--- src/hw/rtl/gated_multichannel_moving_average_core_assert.svh ---
// ----------------------------------------------------------------------------
// Assertion macros for the moving-average core
// Shared shorthand for clocked implication checks with reset masking.
// ----------------------------------------------------------------------------
`ifndef GATED_MULTICHANNEL_MOVING_AVERAGE_CORE_ASSERT_SVH
`define GATED_MULTICHANNEL_MOVING_AVERAGE_CORE_ASSERT_SVH

// same-cycle implication
`define GMMA_ASSERT_NOW(label, clk, rst, cond, expr, msg) \
   label: assert property (@(posedge clk) disable iff (rst) (cond) |-> (expr)) \
      else $error(msg);

// next-cycle implication
`define GMMA_ASSERT_NEXT(label, clk, rst, cond, expr, msg) \
   label: assert property (@(posedge clk) disable iff (rst) (cond) |=> (expr)) \
      else $error(msg);

`endif

--- src/hw/rtl/gmma_pkg.sv ---
`timescale 1ns / 1ps
// ----------------------------------------------------------------------------
// gmma_pkg
// Widths, reset values, register codes and stage control type shared by the
// moving-average core.
// ----------------------------------------------------------------------------
package gmma_pkg;

   localparam int unsigned CHANNELS_DEF = 4;
   localparam int unsigned DEPTH_DEF    = 8;

   localparam int unsigned CHAN_W    = 2;
   localparam int unsigned RAW_W     = 16;
   localparam int unsigned DATA_W    = 10;
   localparam int unsigned CSR_IDX_W = 1;

   localparam logic [DATA_W-1:0] RESET_FILL    = 10'd2;
   localparam logic [DATA_W-1:0] MIN_VALID_RST = 10'd2;
   localparam logic [DATA_W-1:0] MAX_VALID_RST = 10'd400;

   typedef enum logic [CSR_IDX_W-1:0] {
      CSR_MIN_VALID = 1'b0,
      CSR_MAX_VALID = 1'b1
   } csr_index_type;

   typedef struct packed {
      logic valid;        // stage holds a beat
      logic ch_ok;        // channel is below CHANNELS
      logic evict_valid;  // ring slot was written before, else reads as fill
   } stage_ctl_type;

endpackage

--- src/hw/rtl/gmma_req_if.sv ---
`timescale 1ns / 1ps
// ----------------------------------------------------------------------------
// gmma_req_if
// Reading channel: one tagged raw distance per beat.
// ----------------------------------------------------------------------------
interface gmma_req_if;
   logic                       valid;
   logic                       ready;
   logic [gmma_pkg::CHAN_W-1:0] channel;
   logic [gmma_pkg::RAW_W-1:0]  raw_distance;

   modport source (output valid, output channel, output raw_distance, input ready);
   modport sink   (input valid, input channel, input raw_distance, output ready);
endinterface

--- src/hw/rtl/gmma_rsp_if.sv ---
`timescale 1ns / 1ps
// ----------------------------------------------------------------------------
// gmma_rsp_if
// Result channel: one smoothed distance per beat.
// ----------------------------------------------------------------------------
interface gmma_rsp_if;
   logic                        valid;
   logic                        ready;
   logic [gmma_pkg::DATA_W-1:0] smoothed_distance;

   modport source (output valid, output smoothed_distance, input ready);
   modport sink   (input valid, input smoothed_distance, output ready);
endinterface

--- src/hw/rtl/gmma_ring.sv ---
`timescale 1ns / 1ps
// ----------------------------------------------------------------------------
// gmma_ring
// Per-channel history memory: one write port, one read port with registered
// read data.
// ----------------------------------------------------------------------------
module gmma_ring #(
   parameter int unsigned CHANNELS = gmma_pkg::CHANNELS_DEF,
   parameter int unsigned DEPTH    = gmma_pkg::DEPTH_DEF
) (
   input  logic                                              clock,
   input  logic                                              wr_en,
   input  logic [((CHANNELS > 1) ? $clog2(CHANNELS) : 1)-1:0] wr_ch,
   input  logic [$clog2(DEPTH)-1:0]                          wr_ptr,
   input  logic [gmma_pkg::DATA_W-1:0]                       wr_data,
   input  logic                                              rd_en,
   input  logic [((CHANNELS > 1) ? $clog2(CHANNELS) : 1)-1:0] rd_ch,
   input  logic [$clog2(DEPTH)-1:0]                          rd_ptr,
   output logic [gmma_pkg::DATA_W-1:0]                       rd_data
);
   import gmma_pkg::*;

   logic [DATA_W-1:0] ring_mem [CHANNELS][DEPTH];
   logic [DATA_W-1:0] rd_data_ff;

   always_ff @(posedge clock) begin
      if (wr_en) begin
         ring_mem[wr_ch][wr_ptr] <= wr_data;
      end
   end

   always_ff @(posedge clock) begin
      if (rd_en) begin
         rd_data_ff <= ring_mem[rd_ch][rd_ptr];
      end
   end

   assign rd_data = rd_data_ff;

endmodule

--- src/hw/rtl/gmma_issue.sv ---
`timescale 1ns / 1ps
// ----------------------------------------------------------------------------
// gmma_issue
// Input stage: takes a reading, advances the channel's ring pointer, issues
// the ring read of the slot to evict and registers the beat.
// ----------------------------------------------------------------------------
module gmma_issue #(
   parameter int unsigned CHANNELS = gmma_pkg::CHANNELS_DEF,
   parameter int unsigned DEPTH    = gmma_pkg::DEPTH_DEF
) (
   input  logic                                              clock,
   input  logic                                              reset,
   input  logic                                              req_valid,
   output logic                                              req_ready,
   input  logic [gmma_pkg::CHAN_W-1:0]                       req_channel,
   input  logic [gmma_pkg::RAW_W-1:0]                        req_raw,
   input  logic                                              s1_take,
   output gmma_pkg::stage_ctl_type                           s1_ctl,
   output logic [((CHANNELS > 1) ? $clog2(CHANNELS) : 1)-1:0] s1_ch,
   output logic [gmma_pkg::RAW_W-1:0]                        s1_raw,
   output logic [$clog2(DEPTH)-1:0]                          s1_ptr,
   output logic                                              rd_en,
   output logic [((CHANNELS > 1) ? $clog2(CHANNELS) : 1)-1:0] rd_ch,
   output logic [$clog2(DEPTH)-1:0]                          rd_ptr
);
   import gmma_pkg::*;

   localparam int unsigned CH_IDX_W = (CHANNELS > 1) ? $clog2(CHANNELS) : 1;
   localparam int unsigned PTR_W    = $clog2(DEPTH);
   localparam logic [PTR_W-1:0] PTR_LAST = PTR_W'(DEPTH - 1);

   logic [PTR_W-1:0]    ptr_ff [CHANNELS];
   logic                wrap_ff [CHANNELS];
   stage_ctl_type       s1_ctl_ff;
   stage_ctl_type       s1_ctl_in;
   logic [CH_IDX_W-1:0] s1_ch_ff;
   logic [RAW_W-1:0]    s1_raw_ff;
   logic [PTR_W-1:0]    s1_ptr_ff;

   logic                accept;
   logic                ch_ok;
   logic [CH_IDX_W-1:0] ch_idx;
   logic [PTR_W-1:0]    cur_ptr;
   logic                ptr_last;
   logic [PTR_W-1:0]    ptr_in;

   assign req_ready = !s1_ctl_ff.valid || s1_take;
   assign accept    = req_valid && req_ready;
   assign ch_ok     = 32'(req_channel) < CHANNELS;
   assign ch_idx    = CH_IDX_W'(req_channel);
   assign cur_ptr   = ptr_ff[ch_idx];
   assign ptr_last  = (cur_ptr == PTR_LAST);
   assign ptr_in    = ptr_last ? '0 : cur_ptr + PTR_W'(1);

   always_comb begin
      s1_ctl_in.valid       = 1'b1;
      s1_ctl_in.ch_ok       = ch_ok;
      s1_ctl_in.evict_valid = ch_ok && wrap_ff[ch_idx];
   end

   always_ff @(posedge clock) begin
      if (reset) begin
         for (int c = 0; c < CHANNELS; c++) begin
            ptr_ff[c]  <= '0;
            wrap_ff[c] <= 1'b0;
         end
         s1_ctl_ff <= '0;
      end else begin
         if (accept && ch_ok) begin
            ptr_ff[ch_idx] <= ptr_in;
            // once a ring has gone around, every slot holds a written value
            if (ptr_last) begin
               wrap_ff[ch_idx] <= 1'b1;
            end
         end
         if (accept) begin
            s1_ctl_ff <= s1_ctl_in;
         end else if (s1_take) begin
            s1_ctl_ff.valid <= 1'b0;
         end
      end
   end

   always_ff @(posedge clock) begin
      if (accept) begin
         s1_ch_ff  <= ch_idx;
         s1_raw_ff <= req_raw;
         s1_ptr_ff <= cur_ptr;
      end
   end

   assign rd_en  = accept && ch_ok;
   assign rd_ch  = ch_idx;
   assign rd_ptr = cur_ptr;

   assign s1_ctl = s1_ctl_ff;
   assign s1_ch  = s1_ch_ff;
   assign s1_raw = s1_raw_ff;
   assign s1_ptr = s1_ptr_ff;

endmodule

--- src/hw/rtl/gmma_accum.sv ---
`timescale 1ns / 1ps
// ----------------------------------------------------------------------------
// gmma_accum
// Gate, hold, running-sum update and mean for the registered beat; owns the
// window registers and the result register.
// ----------------------------------------------------------------------------
module gmma_accum #(
   parameter int unsigned CHANNELS = gmma_pkg::CHANNELS_DEF,
   parameter int unsigned DEPTH    = gmma_pkg::DEPTH_DEF
) (
   input  logic                                              clock,
   input  logic                                              reset,
   input  logic                                              csr_wr_en,
   input  logic [gmma_pkg::CSR_IDX_W-1:0]                    csr_index,
   input  logic [gmma_pkg::DATA_W-1:0]                       csr_wdata,
   input  gmma_pkg::stage_ctl_type                           s1_ctl,
   input  logic [((CHANNELS > 1) ? $clog2(CHANNELS) : 1)-1:0] s1_ch,
   input  logic [gmma_pkg::RAW_W-1:0]                        s1_raw,
   input  logic [$clog2(DEPTH)-1:0]                          s1_ptr,
   input  logic [gmma_pkg::DATA_W-1:0]                       evicted,
   output logic                                              s1_take,
   output logic                                              wr_en,
   output logic [((CHANNELS > 1) ? $clog2(CHANNELS) : 1)-1:0] wr_ch,
   output logic [$clog2(DEPTH)-1:0]                          wr_ptr,
   output logic [gmma_pkg::DATA_W-1:0]                       wr_data,
   output logic                                              rsp_valid,
   input  logic                                              rsp_ready,
   output logic [gmma_pkg::DATA_W-1:0]                       rsp_data
);
   import gmma_pkg::*;

   localparam int unsigned PTR_W       = $clog2(DEPTH);
   localparam int unsigned SUM_W       = DATA_W + PTR_W;
   localparam int unsigned RECIP_SHIFT = SUM_W + PTR_W;
   localparam int unsigned RECIP_W     = SUM_W + 1;
   localparam int unsigned PROD_W      = SUM_W + RECIP_W;
   // ceil(2^RECIP_SHIFT / DEPTH): exact floor quotient for any SUM_W-bit sum
   localparam logic [RECIP_W-1:0] RECIP =
      RECIP_W'(((64'd1 << RECIP_SHIFT) + 64'(DEPTH) - 64'd1) / 64'(DEPTH));
   localparam logic [SUM_W-1:0] SUM_RST = SUM_W'(RESET_FILL) * SUM_W'(DEPTH);

   logic [DATA_W-1:0] min_valid_ff;
   logic [DATA_W-1:0] max_valid_ff;
   logic [DATA_W-1:0] held_ff [CHANNELS];
   logic [SUM_W-1:0]  sum_ff [CHANNELS];
   logic              rsp_valid_ff;
   logic [DATA_W-1:0] rsp_data_ff;
   logic [DATA_W-1:0] rsp_data_in;

   logic              raw_ok;
   logic              update;
   logic [DATA_W-1:0] fresh;
   logic [DATA_W-1:0] evict;
   logic [SUM_W-1:0]  sum_in;
   logic [PROD_W-1:0] product;
   logic [DATA_W-1:0] mean;

   assign s1_take = s1_ctl.valid && (!rsp_valid_ff || rsp_ready);
   assign update  = s1_take && s1_ctl.ch_ok;

   // zero always passes; anything above the window, including >1023, is dropped
   assign raw_ok = (s1_raw == '0)
                || ((s1_raw >= RAW_W'(min_valid_ff)) && (s1_raw <= RAW_W'(max_valid_ff)));
   assign fresh   = raw_ok ? s1_raw[DATA_W-1:0] : held_ff[s1_ch];
   assign evict   = s1_ctl.evict_valid ? evicted : RESET_FILL;
   assign sum_in  = sum_ff[s1_ch] - SUM_W'(evict) + SUM_W'(fresh);
   assign product = PROD_W'(sum_in) * PROD_W'(RECIP);
   assign mean    = product[RECIP_SHIFT +: DATA_W];
   assign rsp_data_in = s1_ctl.ch_ok ? mean : '0;

   always_ff @(posedge clock) begin
      if (reset) begin
         min_valid_ff <= MIN_VALID_RST;
         max_valid_ff <= MAX_VALID_RST;
      end else if (csr_wr_en) begin
         unique case (csr_index_type'(csr_index))
            CSR_MIN_VALID: min_valid_ff <= csr_wdata;
            CSR_MAX_VALID: max_valid_ff <= csr_wdata;
            default: ;
         endcase
      end
   end

   always_ff @(posedge clock) begin
      if (reset) begin
         for (int c = 0; c < CHANNELS; c++) begin
            held_ff[c] <= RESET_FILL;
            sum_ff[c]  <= SUM_RST;
         end
         rsp_valid_ff <= 1'b0;
      end else begin
         if (update) begin
            held_ff[s1_ch] <= fresh;
            sum_ff[s1_ch]  <= sum_in;
         end
         if (s1_take) begin
            rsp_valid_ff <= 1'b1;
         end else if (rsp_ready) begin
            rsp_valid_ff <= 1'b0;
         end
      end
   end

   always_ff @(posedge clock) begin
      if (s1_take) begin
         rsp_data_ff <= rsp_data_in;
      end
   end

   assign wr_en   = update;
   assign wr_ch   = s1_ch;
   assign wr_ptr  = s1_ptr;
   assign wr_data = fresh;

   assign rsp_valid = rsp_valid_ff;
   assign rsp_data  = rsp_data_ff;

endmodule

--- src/hw/rtl/gated_multichannel_moving_average_core.sv ---
`timescale 1ns / 1ps
// ----------------------------------------------------------------------------
// gated_multichannel_moving_average_core
// Per-channel gated DEPTH-tap moving average of distance readings.
// ----------------------------------------------------------------------------
// Each accepted reading gives exactly one result, and a new reading is
// accepted every cycle as long as results drain. A reading taken at one clock
// edge enters the stage register, and unless a stalled result holds the stage,
// its result is loaded into the result register at the next edge. The stage
// register is there because the ring memory has a registered read port: the
// ring is read at acceptance, and the evicted value is used in the stage
// cycle together with the channel's held value and running sum. A stalled
// result holds the stage, and a held stage holds off the input. A reading
// passes the gate when it is zero or inside [min_valid, max_valid]. Otherwise
// the channel repeats its last held value. Rings, held values and sums start
// at the fill value 2 (sum 2*DEPTH) without a clearing pass: a per-channel
// wrap flag stands in for ring slots not yet written. A channel number at or
// above CHANNELS returns 0 and leaves all state untouched.
// ----------------------------------------------------------------------------
module gated_multichannel_moving_average_core #(
   parameter int unsigned CHANNELS = gmma_pkg::CHANNELS_DEF,
   parameter int unsigned DEPTH    = gmma_pkg::DEPTH_DEF
) (
   input  logic                           clock,
   input  logic                           reset,
   gmma_req_if.sink                       req_bus,
   gmma_rsp_if.source                     rsp_bus,
   input  logic                           csr_wr_en,
   input  logic [gmma_pkg::CSR_IDX_W-1:0] csr_index,
   input  logic [gmma_pkg::DATA_W-1:0]    csr_wdata
);
   import gmma_pkg::*;

   `include "gated_multichannel_moving_average_core_assert.svh"

   localparam int unsigned CH_IDX_W = (CHANNELS > 1) ? $clog2(CHANNELS) : 1;
   localparam int unsigned PTR_W    = $clog2(DEPTH);

   stage_ctl_type       s1_ctl;
   logic [CH_IDX_W-1:0] s1_ch;
   logic [RAW_W-1:0]    s1_raw;
   logic [PTR_W-1:0]    s1_ptr;
   logic                s1_take;
   logic                rd_en;
   logic [CH_IDX_W-1:0] rd_ch;
   logic [PTR_W-1:0]    rd_ptr;
   logic [DATA_W-1:0]   rd_data;
   logic                wr_en;
   logic [CH_IDX_W-1:0] wr_ch;
   logic [PTR_W-1:0]    wr_ptr;
   logic [DATA_W-1:0]   wr_data;

   gmma_issue #(
      .CHANNELS (CHANNELS),
      .DEPTH    (DEPTH)
   ) u_issue (
      .clock       (clock),
      .reset       (reset),
      .req_valid   (req_bus.valid),
      .req_ready   (req_bus.ready),
      .req_channel (req_bus.channel),
      .req_raw     (req_bus.raw_distance),
      .s1_take     (s1_take),
      .s1_ctl      (s1_ctl),
      .s1_ch       (s1_ch),
      .s1_raw      (s1_raw),
      .s1_ptr      (s1_ptr),
      .rd_en       (rd_en),
      .rd_ch       (rd_ch),
      .rd_ptr      (rd_ptr)
   );

   gmma_ring #(
      .CHANNELS (CHANNELS),
      .DEPTH    (DEPTH)
   ) u_ring (
      .clock   (clock),
      .wr_en   (wr_en),
      .wr_ch   (wr_ch),
      .wr_ptr  (wr_ptr),
      .wr_data (wr_data),
      .rd_en   (rd_en),
      .rd_ch   (rd_ch),
      .rd_ptr  (rd_ptr),
      .rd_data (rd_data)
   );

   gmma_accum #(
      .CHANNELS (CHANNELS),
      .DEPTH    (DEPTH)
   ) u_accum (
      .clock     (clock),
      .reset     (reset),
      .csr_wr_en (csr_wr_en),
      .csr_index (csr_index),
      .csr_wdata (csr_wdata),
      .s1_ctl    (s1_ctl),
      .s1_ch     (s1_ch),
      .s1_raw    (s1_raw),
      .s1_ptr    (s1_ptr),
      .evicted   (rd_data),
      .s1_take   (s1_take),
      .wr_en     (wr_en),
      .wr_ch     (wr_ch),
      .wr_ptr    (wr_ptr),
      .wr_data   (wr_data),
      .rsp_valid (rsp_bus.valid),
      .rsp_ready (rsp_bus.ready),
      .rsp_data  (rsp_bus.smoothed_distance)
   );

   `GMMA_ASSERT_NEXT(a_accept_fills_stage, clock, reset, req_bus.valid && req_bus.ready, s1_ctl.valid, "accepted beat did not reach the stage register")
   `GMMA_ASSERT_NOW(a_stall_blocks_input, clock, reset, s1_ctl.valid && !s1_take, !req_bus.ready, "input ready while the stage is stalled")
   `GMMA_ASSERT_NOW(a_ring_write_in_range, clock, reset, wr_en, s1_ctl.valid && s1_ctl.ch_ok, "ring written for an absent or out-of-range beat")
   `GMMA_ASSERT_NEXT(a_bad_channel_zero, clock, reset, s1_take && !s1_ctl.ch_ok, rsp_bus.valid && (rsp_bus.smoothed_distance == '0), "out-of-range channel gave a nonzero result")

endmodule
--- src/flat_wrapper.sv ---
// flat-port wrapper written by rule: the top's interface ports become plain ports
module gated_multichannel_moving_average_core_flat import gmma_pkg::*;
#(
   parameter int unsigned CHANNELS = gmma_pkg::CHANNELS_DEF,
   parameter int unsigned DEPTH    = gmma_pkg::DEPTH_DEF
)
  (clock, reset, csr_wr_en, csr_index, csr_wdata, req_bus_valid, req_bus_channel, req_bus_raw_distance, req_bus_ready, rsp_bus_valid, rsp_bus_smoothed_distance, rsp_bus_ready);
  gmma_req_if req_bus_i ();
  gmma_rsp_if rsp_bus_i ();
  input  logic clock;
  input  logic reset;
  input  logic csr_wr_en;
  input  logic [gmma_pkg::CSR_IDX_W-1:0] csr_index;
  input  logic [gmma_pkg::DATA_W-1:0] csr_wdata;
  input wire logic [$bits(req_bus_i.valid)-1:0] req_bus_valid;
  input wire logic [$bits(req_bus_i.channel)-1:0] req_bus_channel;
  input wire logic [$bits(req_bus_i.raw_distance)-1:0] req_bus_raw_distance;
  output wire logic [$bits(req_bus_i.ready)-1:0] req_bus_ready;
  output wire logic [$bits(rsp_bus_i.valid)-1:0] rsp_bus_valid;
  output wire logic [$bits(rsp_bus_i.smoothed_distance)-1:0] rsp_bus_smoothed_distance;
  input wire logic [$bits(rsp_bus_i.ready)-1:0] rsp_bus_ready;
  assign req_bus_i.valid = req_bus_valid;
  assign req_bus_i.channel = req_bus_channel;
  assign req_bus_i.raw_distance = req_bus_raw_distance;
  assign req_bus_ready = req_bus_i.ready;
  assign rsp_bus_valid = rsp_bus_i.valid;
  assign rsp_bus_smoothed_distance = rsp_bus_i.smoothed_distance;
  assign rsp_bus_i.ready = rsp_bus_ready;
  gated_multichannel_moving_average_core #(.CHANNELS(CHANNELS), .DEPTH(DEPTH)) u_core (.clock(clock), .reset(reset), .req_bus(req_bus_i), .rsp_bus(rsp_bus_i), .csr_wr_en(csr_wr_en), .csr_index(csr_index), .csr_wdata(csr_wdata));
endmodule
--- config.mk ---
export PLATFORM = sky130hd
export DESIGN_NAME = gated_multichannel_moving_average_core_flat
export DESIGN_NICKNAME = d
export VERILOG_FILES = /design/src/hw/rtl/gmma_pkg.sv /design/src/hw/rtl/gmma_req_if.sv /design/src/hw/rtl/gmma_rsp_if.sv /design/src/hw/rtl/gmma_ring.sv /design/src/hw/rtl/gmma_issue.sv /design/src/hw/rtl/gmma_accum.sv /design/src/hw/rtl/gated_multichannel_moving_average_core.sv /design/src/flat_wrapper.sv
export VERILOG_INCLUDE_DIRS = /design/src /design/src/hw/rtl
export SDC_FILE = /design/constraint.sdc
export NUM_CORES = 1
export LEC_CHECK = 0
export BUFFER_PORTS_ARGS = -buffer_cell sky130_fd_sc_hd__buf_2
export CORE_ASPECT_RATIO = 0.5
export CORE_MARGIN = 4
export CORE_UTILIZATION = 40
export DETAILED_ROUTE_END_ITERATION = 8
export GPL_TIMING_DRIVEN = 0
export PLACE_DENSITY_LB_ADDON = 0.1
export SLEW_MARGIN = 20
export SYNTH_ARGS = -nofsm -noshare
export SYNTH_HDL_FRONTEND = slang
export SYNTH_HIERARCHICAL = 1
export SYNTH_SLANG_ARGS = --single-unit
--- constraint.sdc ---
create_clock -name clock -period 6.15 [get_ports clock]
set_input_delay 0.3075 -clock clock [delete_from_list [all_inputs] [get_ports clock]]
set_output_delay 0.3075 -clock clock [all_outputs]
set_load 0.01 [all_outputs]
==> impl_metrics.json <==
{
  "status": "completed",
  "p_leak_uw": 0.008749,
  "hpwl_mm": 35.36,
  "async_flop_share_pct": 0,
  "hold_violations": 0,
  "fmax_mhz": 174.1,
  "die-area_um2": 58330,
  "placedCellCount": 2212,
  "pin_count": 46,
  "critPathTopFamily": "simple AND/OR/NAND/NOR gates",
  "clkTransAtPathRegs_ps": 70,
  "ys_ff_latch": 493,
  "start_util_pct": 40.42,
  "drc": 0,
  "worst_pin_slew_ps": 1052,
  "synth_top_cell_by_area": "edfxtp_1",
  "crit_required_ps": 6450,
  "cp_max_fo": 33,
  "via_count": 12590,
  "die-height_um": 172.8,
  "slowest_stage": "or2_2",
  "critical_path.max_stage_delay_ps": 810,
  "num_rows": 60,
  "synthCells": 1447,
  "stdcell_count": 2321,
  "final_cell_area_um2": 24720,
  "hp-class": "input pin to flop",
  "synth_edf_count": 469,
  "period_share_pct": 93.41,
  "yosys_warnings": 6,
  "drt-total-wl_mm": 52.96,
  "dr.pass1.iters": 5,
  "cts.path.max_buffers": 3,
  "layout_min_cycle_time_ps": 5745,
  "yosysSeqAreaShare_pct": 67.04,
  "fp.coreArea_um2": 53750,
  "diodes": 0,
  "drive_above_1_share_pct": 15.49,
  "ir_worst_vdd_mv": 0.1646,
  "gp_congestion": 0.8285,
  "drv_slew": 0,
  "path_cells": "inv_1 > ha_1 > nand2b_4 > a2111oi_4 > nor4_1 > nor4_1 > buf_2 > o211a_1 > or2_2 > fa_1 > ha_1 > a21o_1 > a21oi_2 > o21bai_1 > a211oi_1 > xnor2_1 > and2_1",
  "grt_max_degree": 34,
  "numPortBuffers": 45,
  "power_density_nw_per_um2": 302.3,
  "wl_per_cell_um": 22.82,
  "fin_hold_ws_ps": 33.77,
  "arrival_ps": 6050,
  "cts_made_buffers": 45,
  "setup_viol": 0,
  "cts.sinks": 493,
  "synthDistinctLibCells": 71,
  "fin_skew_ps": 26.35,
  "slew_headroom_pct": 29.62,
  "root_buffer": "clkbuf_16",
  "die_w_um": 337.6,
  "ctsResizeCount": 0,
  "ys.flop_type": "edfxtp_1",
  "critPathKind": "flop to flop",
  "drtAntennaViolNets": 0,
  "first_global_vias": 12740,
  "grt_setup_unrepaired": "false",
  "fin_nets": 1651,
  "startpoint_type": "flop",
  "cts_tree": "built",
  "track_usage_pct": 17.96,
  "clk_latency_ps": 570,
  "syn_area_per_cell_um2": 15.01,
  "end_kind": "flop",
  "yosys-top-cells-area": "edfxtp_1 (65%), mux2i_1 (7.4%), mux4_2 (2.8%)",
  "antenna_found_initial": 1,
  "synth_top_area_share_pct": 64.82,
  "place_area_um2": 23050,
  "syn_nets": 1526,
  "areaGrowthSynthToFinish_pct": 13.79,
  "grt_pass1_wl_mm": 79.11,
  "grt_overflow": 0,
  "tns_ps": 0,
  "path_buf_inv": 2,
  "htree_levels": 2,
  "post_cts_buffers": 0,
  "drv_cap": 0,
  "netlist_area_um2": 21730,
  "postCtsHoldBufs": 26,
  "viasPerCell": 5.426,
  "drt_iter0_drc": 1031
}
## path summary, 6_finish.rpt
kind                                       start  cells after the start  slack (ps)                             end
setup / recovery        u_core/u_issue/s1_raw[0]                     17         410    u_core/u_accum/sum_ff[1][12]
hold / removal                req_bus_channel[0]                      1          30         u_core/u_issue/s1_ch[0]
setup reg to reg        u_core/u_issue/s1_raw[0]                     17         410    u_core/u_accum/sum_ff[1][12]
hold reg to reg   u_core/u_accum/min_valid_ff[6]                      2         460  u_core/u_accum/min_valid_ff[6]
## power by group
group | switching (uW) | internal [uW] | total (uW)
clock network | 1220 | 1520 | 2740
registers | 27.0 | 3780 | 3810
logic | 607 | 317 | 924
total | 1850 | 5620 | 7470
## synth_stat cells, drive strengths merged (10+ instances only)
cell / number
a21oi: 84
a22o: 20
a22oi: 40
a31oi: 10
and2: 29
buf: 51
clkbuf: 32
dfxtp: 24
edfxtp: 469
fa: 10
ha: 35
inv: 39
mux2i: 160
mux4: 27
nand2: 94
nand2b: 20
nand3: 43
nand4: 18
nor2: 90
nor2b: 23
nor3: 14
o211ai: 21
or2: 10
## layout by cell type (no fill, tap or decap), drive strengths merged, types with 25 or more instances in the layout
cell / count
nor2: 90
nand3: 43
clkinv: 25
clkbuf: 84
nand2: 94
a21oi: 84
buf: 103
dlygate4sd3: 26
inv: 41
a22oi: 40
and2: 29
mux4: 27
edfxtp: 469
ha: 35
mux2i: 160
## registers in the layout, indices dropped and copies added, names as in the netlist, 12 cells and up
signal                  count
u_core/u_accum/sum_ff      52
u_core/u_accum/held_ff     40
u_core/u_issue/ptr_ff      12
u_core/u_ring/ring_mem    320
u_core/u_issue/s1_raw      16
## metrics by stage
step | total power, uW | utilization, % | setup slack (ps)
2_1_floorplan | 4462 | - | 1321
3_3_place_gp | 4746 | 42.50 | -45.80
3_5_place_dp | 4787 | 42.88 | 394.4
4_1_cts | 7560 | 45.99 | 339.8
5_1_grt | 7783 | 45.99 | 40.28
6_report | 7474 | 45.99 | 405.2
## cells by family (layout without fill, tap and decap cells)
logic type,after synthesis,count (layout),share of synthesized area [%]
multiplexers,187,187,10.17
buffers and inverters,122,283,3.375
XOR/XNOR,9,9,0.3628
AO/OA/AOI/OAI,225,225,7.383
AND/OR/NAND/NOR,366,366,8.737
adder cells (fa/ha/maj),45,45,2.937
flip-flops,493,493,67.04
## layout make-up
type / instances / area [um^2]
Fill cell: 4653 / 29030
Inverter: 39 / 146.4
Sequential cell: 493 / 14560
Tap cell: 713 / 892.1
Multi-Input combinational cell: 832 / 6464
Clock buffer: 52 / 1162
Clock inverter: 31 / 249.0
Buffer: 83 / 588.1
Timing Repair Buffer: 78 / 655.6
## worst reg2reg max path, cell delays in order, from the launching register on
cell and delay [ps]:
edfxtp_1 440, inv_1 140, ha_1 240, nand2b_4 150
a2111oi_4 330, nor4_1 100, nor4_1 360, buf_2 320
o211a_1 280, or2_2 810, fa_1 580, ha_1 370
a21o_1 190, a21oi_2 360, o21bai_1 110, a211oi_1 350
xnor2_1 190, and2_1 200
## metal layers
layer / global-route usage, % / part of all wire, %
met1: 26.69 / 47
met2: 28.39 / 46
met3: 2.632 / 6.1
met4: 3.405 / 1.6
met5: 0 / 0
(Power assumes the default switching activity.)
